==> config.mk <==
export PLATFORM = sky130hd
export DESIGN_NAME = mru_page_tag_cache
export DESIGN_NICKNAME = d
export VERILOG_FILES = /design/src/hw/rtl/mpc_pkg.sv /design/src/hw/rtl/mpc_cell.sv /design/src/hw/rtl/mru_page_tag_cache.sv
export SDC_FILE = /design/constraint.sdc
export NUM_CORES = 2
export LEC_CHECK = 0
export BUFFER_PORTS_ARGS = -buffer_cell sky130_fd_sc_hd__buf_2
export CORE_UTILIZATION = 50
export DETAILED_ROUTE_END_ITERATION = 12
export PLACE_DENSITY = 0.74
export SLEW_MARGIN = 20
export SYNTH_ARGS = -nofsm -noshare
export SYNTH_HDL_FRONTEND = slang
export SYNTH_HIERARCHICAL = 1
export SYNTH_SLANG_ARGS = --single-unit
==> constraint.sdc <==
create_clock -name clock -period 7 [get_ports clock]
set_input_delay 0 -clock clock [delete_from_list [all_inputs] [get_ports clock]]
set_output_delay 0 -clock clock [all_outputs]
set_load 0.1 [all_outputs]
==> src/hw/rtl/mpc_pkg.sv <==
package mpc_pkg;

   localparam int TAG_W        = 31;
   localparam int CNT_W        = 32;
   localparam int SIZE_CFG_W   = 5;
   localparam int OCC_OUT_W    = 5;
   localparam int DATA_W       = 32;
   localparam int ADDR_W       = 3;
   localparam int DEF_SLOTS    = 16;

   localparam logic [SIZE_CFG_W-1:0] ACTIVE_SIZE_RESET = 5'd16;
   localparam logic [CNT_W-1:0]      CNT_RESET         = 32'd1;
   localparam logic [CNT_W-1:0]      CNT_MAX           = 32'hFFFF_FFFF;

   // register index, taken from paddr[2]
   localparam logic REG_ACTIVE_SIZE = 1'b0;

   typedef enum logic [1:0] {
      KIND_LOOKUP = 2'd0,
      KIND_INSERT = 2'd1,
      KIND_REMOVE = 2'd2,
      KIND_DROP   = 2'd3
   } kind_type;

   typedef enum logic [1:0] {
      ST_IDLE  = 2'd0,
      ST_CMP   = 2'd1,
      ST_APPLY = 2'd2
   } state_type;

   typedef struct packed {
      logic     cmp_en;
      logic     apply_en;
      logic     trim_en;
      kind_type kind;
   } cell_ctl_type;

   function automatic logic [CNT_W-1:0] sat_inc(input logic [CNT_W-1:0] v);
      return (v == CNT_MAX) ? v : v + CNT_W'(1);
   endfunction

endpackage

==> src/hw/rtl/mpc_cell.sv <==
module mpc_cell #(
   parameter int SLOTS  = mpc_pkg::DEF_SLOTS,
   parameter int INDEX  = 0,
   parameter int SIZE_W = $clog2(SLOTS + 1)
) (
   input  logic                     clock,
   input  logic                     reset,
   input  mpc_pkg::cell_ctl_type    ctl,
   input  logic [SIZE_W-1:0]        eff_size,
   input  logic [mpc_pkg::TAG_W-1:0] op_tag,
   input  logic [mpc_pkg::TAG_W-1:0] prev_tag,
   input  logic                     prev_valid,
   input  logic [mpc_pkg::TAG_W-1:0] next_tag,
   input  logic                     next_valid,
   input  logic                     above_in,
   input  logic                     hit_any,
   output logic                     above_out,
   output logic [mpc_pkg::TAG_W-1:0] tag_out,
   output logic                     valid_out
);

   logic [mpc_pkg::TAG_W-1:0] tag_ff;
   logic                      valid_ff;
   logic                      match_ff;
   logic                      in_size;

   assign in_size   = SIZE_W'(INDEX) < eff_size;
   assign above_out = above_in | match_ff;
   assign tag_out   = tag_ff;
   assign valid_out = valid_ff;

   always_ff @(posedge clock) begin
      if (ctl.cmp_en) begin
         match_ff <= valid_ff && (tag_ff == op_tag);
      end
   end

   always_ff @(posedge clock) begin
      if (reset) begin
         valid_ff <= 1'b0;
      end else if (ctl.trim_en) begin
         if (!in_size) begin
            valid_ff <= 1'b0;
         end
      end else if (ctl.apply_en) begin
         unique case (ctl.kind)
            mpc_pkg::KIND_LOOKUP: begin
            end
            mpc_pkg::KIND_INSERT: begin
               if (in_size) begin
                  valid_ff <= prev_valid;
               end
            end
            mpc_pkg::KIND_REMOVE: begin
               if (above_out) begin
                  valid_ff <= next_valid;
               end
            end
            mpc_pkg::KIND_DROP: begin
               valid_ff <= 1'b0;
            end
            default: begin
            end
         endcase
      end
   end

   always_ff @(posedge clock) begin
      if (ctl.apply_en) begin
         unique case (ctl.kind)
            mpc_pkg::KIND_LOOKUP: begin
               // entries above the hit move down one slot; the hit tag enters at slot 0
               if (hit_any && !above_in) begin
                  tag_ff <= prev_tag;
               end
            end
            mpc_pkg::KIND_INSERT: begin
               if (in_size) begin
                  tag_ff <= prev_tag;
               end
            end
            mpc_pkg::KIND_REMOVE: begin
               if (above_out) begin
                  tag_ff <= next_tag;
               end
            end
            mpc_pkg::KIND_DROP: begin
            end
            default: begin
            end
         endcase
      end
   end

endmodule

==> src/hw/rtl/mru_page_tag_cache.sv <==
// Channel   Direction  Handshake            Payload
// req       in         req_valid/req_stall  req_kind, req_page_offset
// rsp       out        rsp_valid/rsp_stall  hit, writeback, counters, occupancy
// csr       in         APB psel/penable     active_size at address 0
//
// A request passes three steps: accept, a compare state in which every cell
// matches its tag, and an apply state in which the cells shift or clear.
// One request is in flight; the next is accepted once the result is registered.
// A result waiting under rsp_stall holds the apply cycle until it is taken.
// Reset empties every slot, sets both counters to one and active_size to 16.
module mru_page_tag_cache #(
   parameter int SLOTS = mpc_pkg::DEF_SLOTS
) (
   input  logic                              clock,
   input  logic                              reset,
   input  logic                              req_valid,
   output logic                              req_stall,
   input  logic [1:0]                        req_kind,
   input  logic [mpc_pkg::TAG_W-1:0]         req_page_offset,
   output logic                              rsp_valid,
   input  logic                              rsp_stall,
   output logic                              rsp_hit,
   output logic                              rsp_writeback_valid,
   output logic [mpc_pkg::TAG_W-1:0]         rsp_writeback_offset,
   output logic [mpc_pkg::CNT_W-1:0]         rsp_hit_count,
   output logic [mpc_pkg::CNT_W-1:0]         rsp_attempt_count,
   output logic [mpc_pkg::OCC_OUT_W-1:0]     rsp_occupancy,
   input  logic                              psel,
   input  logic                              penable,
   input  logic                              pwrite,
   input  logic [mpc_pkg::ADDR_W-1:0]        paddr,
   input  logic [mpc_pkg::DATA_W-1:0]        pwdata,
   output logic [mpc_pkg::DATA_W-1:0]        prdata,
   output logic                              pready
);

   localparam int SIZE_W = $clog2(SLOTS + 1);
   localparam int IDX_W  = $clog2(SLOTS);

   mpc_pkg::state_type state_ff, state_in;
   mpc_pkg::kind_type  kind_ff;
   logic [mpc_pkg::TAG_W-1:0]      op_tag_ff;
   logic [mpc_pkg::SIZE_CFG_W-1:0] active_size_ff;
   logic                           trim_pend_ff;
   logic [SIZE_W-1:0]              occ_ff, occ_in;
   logic [mpc_pkg::CNT_W-1:0]      hit_total_ff, hit_total_in;
   logic [mpc_pkg::CNT_W-1:0]      attempt_total_ff, attempt_total_in;

   logic                           rsp_valid_ff;
   logic                           rsp_hit_ff, rsp_hit_in;
   logic                           rsp_wb_valid_ff, rsp_wb_valid_in;
   logic [mpc_pkg::TAG_W-1:0]      rsp_wb_offset_ff, rsp_wb_offset_in;
   logic [mpc_pkg::OCC_OUT_W-1:0]  rsp_occ_ff;

   logic [SIZE_W-1:0]              eff_size;
   logic [IDX_W-1:0]               last_idx;
   logic                           req_accept, rsp_accept, csr_write, load_rsp;
   mpc_pkg::cell_ctl_type          ctl;

   logic [mpc_pkg::TAG_W-1:0]      tag_q [SLOTS];
   logic [SLOTS-1:0]               valid_q;
   logic [SLOTS:0]                 above;
   logic                           hit_any;

   assign pready     = 1'b1;
   assign prdata     = mpc_pkg::DATA_W'(active_size_ff);
   assign csr_write  = psel && penable && pwrite && (paddr[2] == mpc_pkg::REG_ACTIVE_SIZE);
   assign req_stall  = (state_ff != mpc_pkg::ST_IDLE);
   assign req_accept = req_valid && !req_stall;
   assign rsp_accept = rsp_valid_ff && !rsp_stall;

   always_comb begin
      if (active_size_ff == '0) begin
         eff_size = SIZE_W'(1);
      end else if (int'(active_size_ff) > SLOTS) begin
         eff_size = SIZE_W'(SLOTS);
      end else begin
         eff_size = SIZE_W'(active_size_ff);
      end
   end

   assign last_idx = IDX_W'(eff_size - SIZE_W'(1));

   assign ctl.cmp_en   = (state_ff == mpc_pkg::ST_CMP);
   assign ctl.apply_en = load_rsp;
   assign ctl.trim_en  = trim_pend_ff;
   assign ctl.kind     = kind_ff;

   // cell chain
   assign above[0] = 1'b0;
   assign hit_any  = above[SLOTS];

   for (genvar i = 0; i < SLOTS; i++) begin : g_cell
      logic [mpc_pkg::TAG_W-1:0] prev_tag, next_tag;
      logic                      prev_valid, next_valid;
      if (i == 0) begin : g_first
         assign prev_tag   = op_tag_ff;
         assign prev_valid = 1'b1;
      end else begin : g_mid
         assign prev_tag   = tag_q[i-1];
         assign prev_valid = valid_q[i-1];
      end
      if (i == SLOTS - 1) begin : g_last
         assign next_tag   = '0;
         assign next_valid = 1'b0;
      end else begin : g_inner
         assign next_tag   = tag_q[i+1];
         assign next_valid = valid_q[i+1];
      end
      mpc_cell #(
         .SLOTS  (SLOTS),
         .INDEX  (i),
         .SIZE_W (SIZE_W)
      ) u_cell (
         .clock      (clock),
         .reset      (reset),
         .ctl        (ctl),
         .eff_size   (eff_size),
         .op_tag     (op_tag_ff),
         .prev_tag   (prev_tag),
         .prev_valid (prev_valid),
         .next_tag   (next_tag),
         .next_valid (next_valid),
         .above_in   (above[i]),
         .hit_any    (hit_any),
         .above_out  (above[i+1]),
         .tag_out    (tag_q[i]),
         .valid_out  (valid_q[i])
      );
   end

   always_comb begin
      state_in = state_ff;
      load_rsp = 1'b0;
      unique case (state_ff)
         mpc_pkg::ST_IDLE: begin
            if (req_accept) begin
               state_in = mpc_pkg::ST_CMP;
            end
         end
         mpc_pkg::ST_CMP: begin
            state_in = mpc_pkg::ST_APPLY;
         end
         mpc_pkg::ST_APPLY: begin
            if (!rsp_valid_ff || !rsp_stall) begin
               load_rsp = 1'b1;
               state_in = mpc_pkg::ST_IDLE;
            end
         end
         default: begin
            state_in = mpc_pkg::ST_IDLE;
         end
      endcase
   end

   always_comb begin
      occ_in           = occ_ff;
      hit_total_in     = hit_total_ff;
      attempt_total_in = attempt_total_ff;
      rsp_hit_in       = 1'b0;
      rsp_wb_valid_in  = 1'b0;
      rsp_wb_offset_in = '0;
      unique case (kind_ff)
         mpc_pkg::KIND_LOOKUP: begin
            attempt_total_in = mpc_pkg::sat_inc(attempt_total_ff);
            if (hit_any) begin
               rsp_hit_in   = 1'b1;
               hit_total_in = mpc_pkg::sat_inc(hit_total_ff);
            end
         end
         mpc_pkg::KIND_INSERT: begin
            if (valid_q[last_idx]) begin
               rsp_wb_valid_in  = 1'b1;
               rsp_wb_offset_in = tag_q[last_idx];
            end
            if (occ_ff < eff_size) begin
               occ_in = occ_ff + SIZE_W'(1);
            end
         end
         mpc_pkg::KIND_REMOVE: begin
            if (hit_any) begin
               rsp_wb_valid_in  = 1'b1;
               rsp_wb_offset_in = op_tag_ff;
               occ_in           = occ_ff - SIZE_W'(1);
            end
         end
         mpc_pkg::KIND_DROP: begin
            occ_in = '0;
         end
         default: begin
         end
      endcase
   end

   always_ff @(posedge clock) begin
      if (reset) begin
         state_ff         <= mpc_pkg::ST_IDLE;
         rsp_valid_ff     <= 1'b0;
         active_size_ff   <= mpc_pkg::ACTIVE_SIZE_RESET;
         trim_pend_ff     <= 1'b0;
         occ_ff           <= '0;
         hit_total_ff     <= mpc_pkg::CNT_RESET;
         attempt_total_ff <= mpc_pkg::CNT_RESET;
      end else begin
         state_ff     <= state_in;
         trim_pend_ff <= csr_write;
         if (csr_write) begin
            active_size_ff <= pwdata[mpc_pkg::SIZE_CFG_W-1:0];
         end
         if (trim_pend_ff) begin
            if (occ_ff > eff_size) begin
               occ_ff <= eff_size;
            end
         end else if (load_rsp) begin
            occ_ff           <= occ_in;
            hit_total_ff     <= hit_total_in;
            attempt_total_ff <= attempt_total_in;
         end
         if (load_rsp) begin
            rsp_valid_ff <= 1'b1;
         end else if (rsp_accept) begin
            rsp_valid_ff <= 1'b0;
         end
      end
   end

   always_ff @(posedge clock) begin
      if (req_accept) begin
         kind_ff   <= mpc_pkg::kind_type'(req_kind);
         op_tag_ff <= req_page_offset;
      end
      if (load_rsp) begin
         rsp_hit_ff       <= rsp_hit_in;
         rsp_wb_valid_ff  <= rsp_wb_valid_in;
         rsp_wb_offset_ff <= rsp_wb_offset_in;
         rsp_occ_ff       <= mpc_pkg::OCC_OUT_W'(occ_in);
      end
   end

   assign rsp_valid            = rsp_valid_ff;
   assign rsp_hit              = rsp_hit_ff;
   assign rsp_writeback_valid  = rsp_wb_valid_ff;
   assign rsp_writeback_offset = rsp_wb_offset_ff;
   assign rsp_hit_count        = hit_total_ff;
   assign rsp_attempt_count    = attempt_total_ff;
   assign rsp_occupancy        = rsp_occ_ff;

   a_req_to_cmp: assert property (@(posedge clock) disable iff (reset)
      req_accept |=> (state_ff == mpc_pkg::ST_CMP))
      else $error("accepted request did not enter compare");

   a_hit_le_attempt: assert property (@(posedge clock) disable iff (reset)
      hit_total_ff <= attempt_total_ff)
      else $error("hit count above attempt count");

   a_hit_no_wb: assert property (@(posedge clock) disable iff (reset)
      (rsp_valid_ff && rsp_hit_ff) |-> !rsp_wb_valid_ff)
      else $error("lookup hit reported a writeback");

   a_valid_prefix: assert property (@(posedge clock) disable iff (reset)
      (valid_q & (valid_q + SLOTS'(1))) == '0)
      else $error("valid slots are not a prefix");

   a_occ_count: assert property (@(posedge clock) disable iff (reset)
      !trim_pend_ff |-> ($countones(valid_q) == int'(occ_ff)))
      else $error("occupancy does not match valid slots");

endmodule

==> results by group <==
Flow run
  • Max-cap violations: 0

Power and ir drop
  • Power Density: 210 mW/mm2
  • NetSw: 0.00257 W
  • Internal power: 0.00726 W
  • Power, Total: approximately 0.0098 W
  • Max IR drop VDD: roughly 200 uV
  • Leak: about 16 nW
  • Clock share of power: roughly two fifths
  • Logic pwr share: 12.2%
  • Sequential power share: around 46%
  • Net Sw Frac: between 20% and 30%

Timing
  • Post-layout minimum cycle time: 5930 ps
  • Final worst slack: 1070 ps
  • Setup Total Neg Slack: 0 ps
  • RSZ-0062 raised after global routing: false
  • Final Hold Fails: 0
  • Crit share post-route: between 80 and 90%
  • Clock Skew: approximately 45 ps
  • Endpoints failing setup: 0
  • FMAX: between 150 and 200 MHz
  • Relative slew slack: a little under a quarter
  • Slew Limit Fails: 0
  • Slew @ Worst Pin: 1150 ps

Setup path
  • Worst setup path start: g_cell[0].u_cell/match_ff
  • Slowest-stage cell, CP: or2_2
  • R2r startpoint: g_cell[0].u_cell/match_ff
  • Kind of critical path: flip-flop to flip-flop
  • Setup slack, reg-to-reg: between 1000 and 1500 ps
  • Most used cell, CP: or2_1
  • Worst Setup EP: rsp_hit_count[17]
  • CP startpoint kind: flip-flop
  • Crit-path max FO: 22
  • R2R cell count: 26
  • Worst R2R End: rsp_hit_count[17]
  • Critical path's largest stage delay: roughly 490 ps
  • CP Data Required Time: ~7500 ps
  • Arrival time worst endpoint: around 6400 ps
  • CP Capture Type: flip-flop

Routing
  • Via count: 29200
  • Via-to-Cell Ratio: 6.29
  • Routed WL per cell: between 20 and 30 um
  • Total wire length: between 100 and 150 mm
  • ANT nets after route: 0
  • DRT iter0 DRCs: around 3700
  • DRC: 0
  • Initial DRT Pass Iterations: 5

Layout
  • Multi-input combinational cell area: 0.0213 mm2
  • Fillers: roughly 6700
  • Commonest non-fill, non-tap cells in the layout: edfxtp_1, mux2_2, xor2_1, xnor2_1, buf_2
  • Layout cell share with drive strength beyond 1: between 20 and 30%
  • Layout Nets: 3663
  • Register area: between 0.015 and 0.02 mm2
  • Design area: approximately 0.047 mm2
  • Area growth syn-to-layout: 12.5%
  • Most common cell after layout, fill and taps aside: edfxtp_1

Clock network
  • H-tree levels: 3
  • CTS Sinks: just under 700
  • CTS root buffer: clkbuf_16
  • Maximum buffer depth of the clock tree: 3
  • Clk slew on worst S/H paths: roughly 60 ps
  • Skew-Pair Late Insertion Delay: roughly 650 ps
  • CTS Buf Count: 78
  • CTS tree: yes

Global route
  • Overall Global Routing Usage: approximately 30%
  • Pin count of the biggest net entering global routing: about 130
  • Vias in the first global route: around 28000
  • Initial antenna violation count: 1
  • Total grt overflow: 0
  • Global-route wire length before repair: 188 mm

Yosys
  • Sequential share of the synthesized area: between 40% and 50%
  • Cells after Synth: between 3000 and 4000
  • Flops & latches, synth: roughly 680
  • Synth Flop Type: edfxtp_1
  • Mapped Area: around 0.042 mm2
  • Yosys cell types: a little over 80
  • EDFF count, synth: between 500 and 600
  • Yosys warns: 6
  • Post-Synthesis Mean Instance Area: 12.7 um2
  • Async set-reset flop share out of synthesis: 0%

Place
  • GP Congestion: ~1
  • Post-Place Worst Slack: 1090 ps
  • Buffers added on ports: between 150 and 200
  • Placed cell areas: approximately 0.044 mm2
  • Detailed placement HPWL: 91.7 mm

Floorplanning
  • Die span in x: between 200 and 300 um
  • Core ar.: slightly above 0.08 mm2
  • Starting density of the core: 50.6%
  • Num ports: roughly 210
  • Chip height: about 290 um
  • Die ar.: 0.0844 mm2
  • # rows: around 110

Run status
  • Outcome: finished clean

Hold path
  • Worst min path class: input pin to flip-flop
worst max-delay path: cells and delay by family (launching register included):
| family | cells | cell delay, ps |
|---|---|---|
| XOR/XNOR | 1 | 180 |
| flip-flops | 1 | 340 |
| buffers and inverters | 5 | 390 |
| AND/OR/NAND/NOR | 20 | 4830 |
flip-flops by register name, summed over array words and instances (netlist names):
| name | cells |
|---|---|
| active_size_ff | 5 |
| g_cell.prev_tag | 31 |
| g_cell.u_cell/match_ff | 16 |
| g_cell.u_cell/tag_out | 496 |
| g_cell.u_cell/valid_out | 16 |
| kind_ff | 2 |
| occ_ff | 5 |
| rsp_attempt_count | 32 |
| rsp_hit | 1 |
| rsp_hit_count | 32 |
| rsp_occupancy | 5 |
| rsp_valid | 1 |
| rsp_writeback_offset | 31 |
| rsp_writeback_valid | 1 |
| state_ff | 2 |
| trim_pend_ff | 1 |
cells by family after synthesis:
group                      count (synthesis)  share of synthesized area [%]
AOI/OAI and AO/OA                        330                           6.01
xor gates and xnor gates                 550                           11.6
adders and majority gates                 77                           2.32
buffers and inverters                    271                           3.17
DFF                                      677                           46.6
muxes                                    651                           20.3
other                                      2                         0.0181
and+or+nand+nor                          718                           10.0
through the flow:
step	hold WS (ps)	cells	util (%)
6_report	49.3	4644	56.9
5_1_grt	43.7	4643	56.9
4_1_cts	27.7	4640	56.8
3_5_place_dp	178	4452	53.2
3_3_place_gp	176	4452	53.2
2_1_floorplan	69.1	3337	-
how the worst min path moves through the flow:
stage | startpoint | endpoint | slack, ps | cells past startpoint
after CTS | req_page_offset[7] | g_cell[0].prev_tag[7] | 30 | 2
after global placement | req_page_offset[24] | g_cell[0].prev_tag[24] | 180 | 1
after detailed placement | req_page_offset[15] | g_cell[0].prev_tag[15] | 180 | 1
after floorplan | reset | g_cell[15].u_cell/valid_out | 70 | 1
after global routing | req_page_offset[12] | g_cell[0].prev_tag[12] | 40 | 2
final | req_page_offset[7] | g_cell[0].prev_tag[7] | 50 | 2
cell usage after synthesis, types with 23 or more instances:
cell type | instances | area [um2]
edfxtp_1 | 583 | 17500
mux2_2 | 497 | 5600
xor2_1 | 386 | 3380
xnor2_1 | 164 | 1440
nand2_1 | 145 | 544
nor4_1 | 115 | 719
nor2_1 | 113 | 424
mux4_2 | 97 | 2180
dfxtp_1 | 94 | 1880
nand2b_1 | 89 | 557
clkbuf_1 | 78 | 293
ha_1 | 77 | 963
inv_1 | 76 | 285
buf_2 | 59 | 295
nand4_1 | 58 | 363
a22oi_1 | 45 | 338
a21oi_1 | 40 | 200
buf_4 | 39 | 293
a211o_1 | 35 | 307
nor3_1 | 35 | 175
a211oi_1 | 33 | 248
mux2_1 | 33 | 372
o21a_1 | 31 | 233
o221ai_1 | 31 | 272
a21boi_1 | 29 | 218
nor4_2 | 29 | 363
nand3_1 | 23 | 115
power by group through the flow:
stage | logic (W) | registers (W) | clock network, W
6_report | 0.00120 | 0.00452 | 0.00411
5_1_grt | 0.00125 | 0.00453 | 0.00430
4_1_cts | 0.00117 | 0.00452 | 0.00415
3_5_place_dp | 0.00114 | 0.00460 | 0
3_3_place_gp | 0.00112 | 0.00460 | 0
2_1_floorplan | 0.000737 | 0.00469 | 0
what timing repair did:
item | 4_1_cts | 5_1_grt
buffers inserted | 0 | 0
gates resized for setup | 0 | 0
hold endpoints to repair | 77 | 0
hold buffers | 46 | 0
layer usage:
layer	vias to the layer above	wire length [um]	track usage (%)
met3	249	14000	7.66
li1	12700	-	-
met2	1625	57400	45.2
met4	0	5620	11.6
met5	-	0	0
met1	14600	50500	40.2
area by class of cell:
class / count / share of cell area, %
multi-input combinational: 2389 / 45.5
sequential: 677 / 41.4
clock buffer: 97 / 4.57
timing repair buffer: 285 / 4.11
tap: 1070 / 2.86
clock inverter: 45 / 0.879
inverter: 80 / 0.657
antenna: 1 / 0.00535
Power figures use the tool's default switching activity.
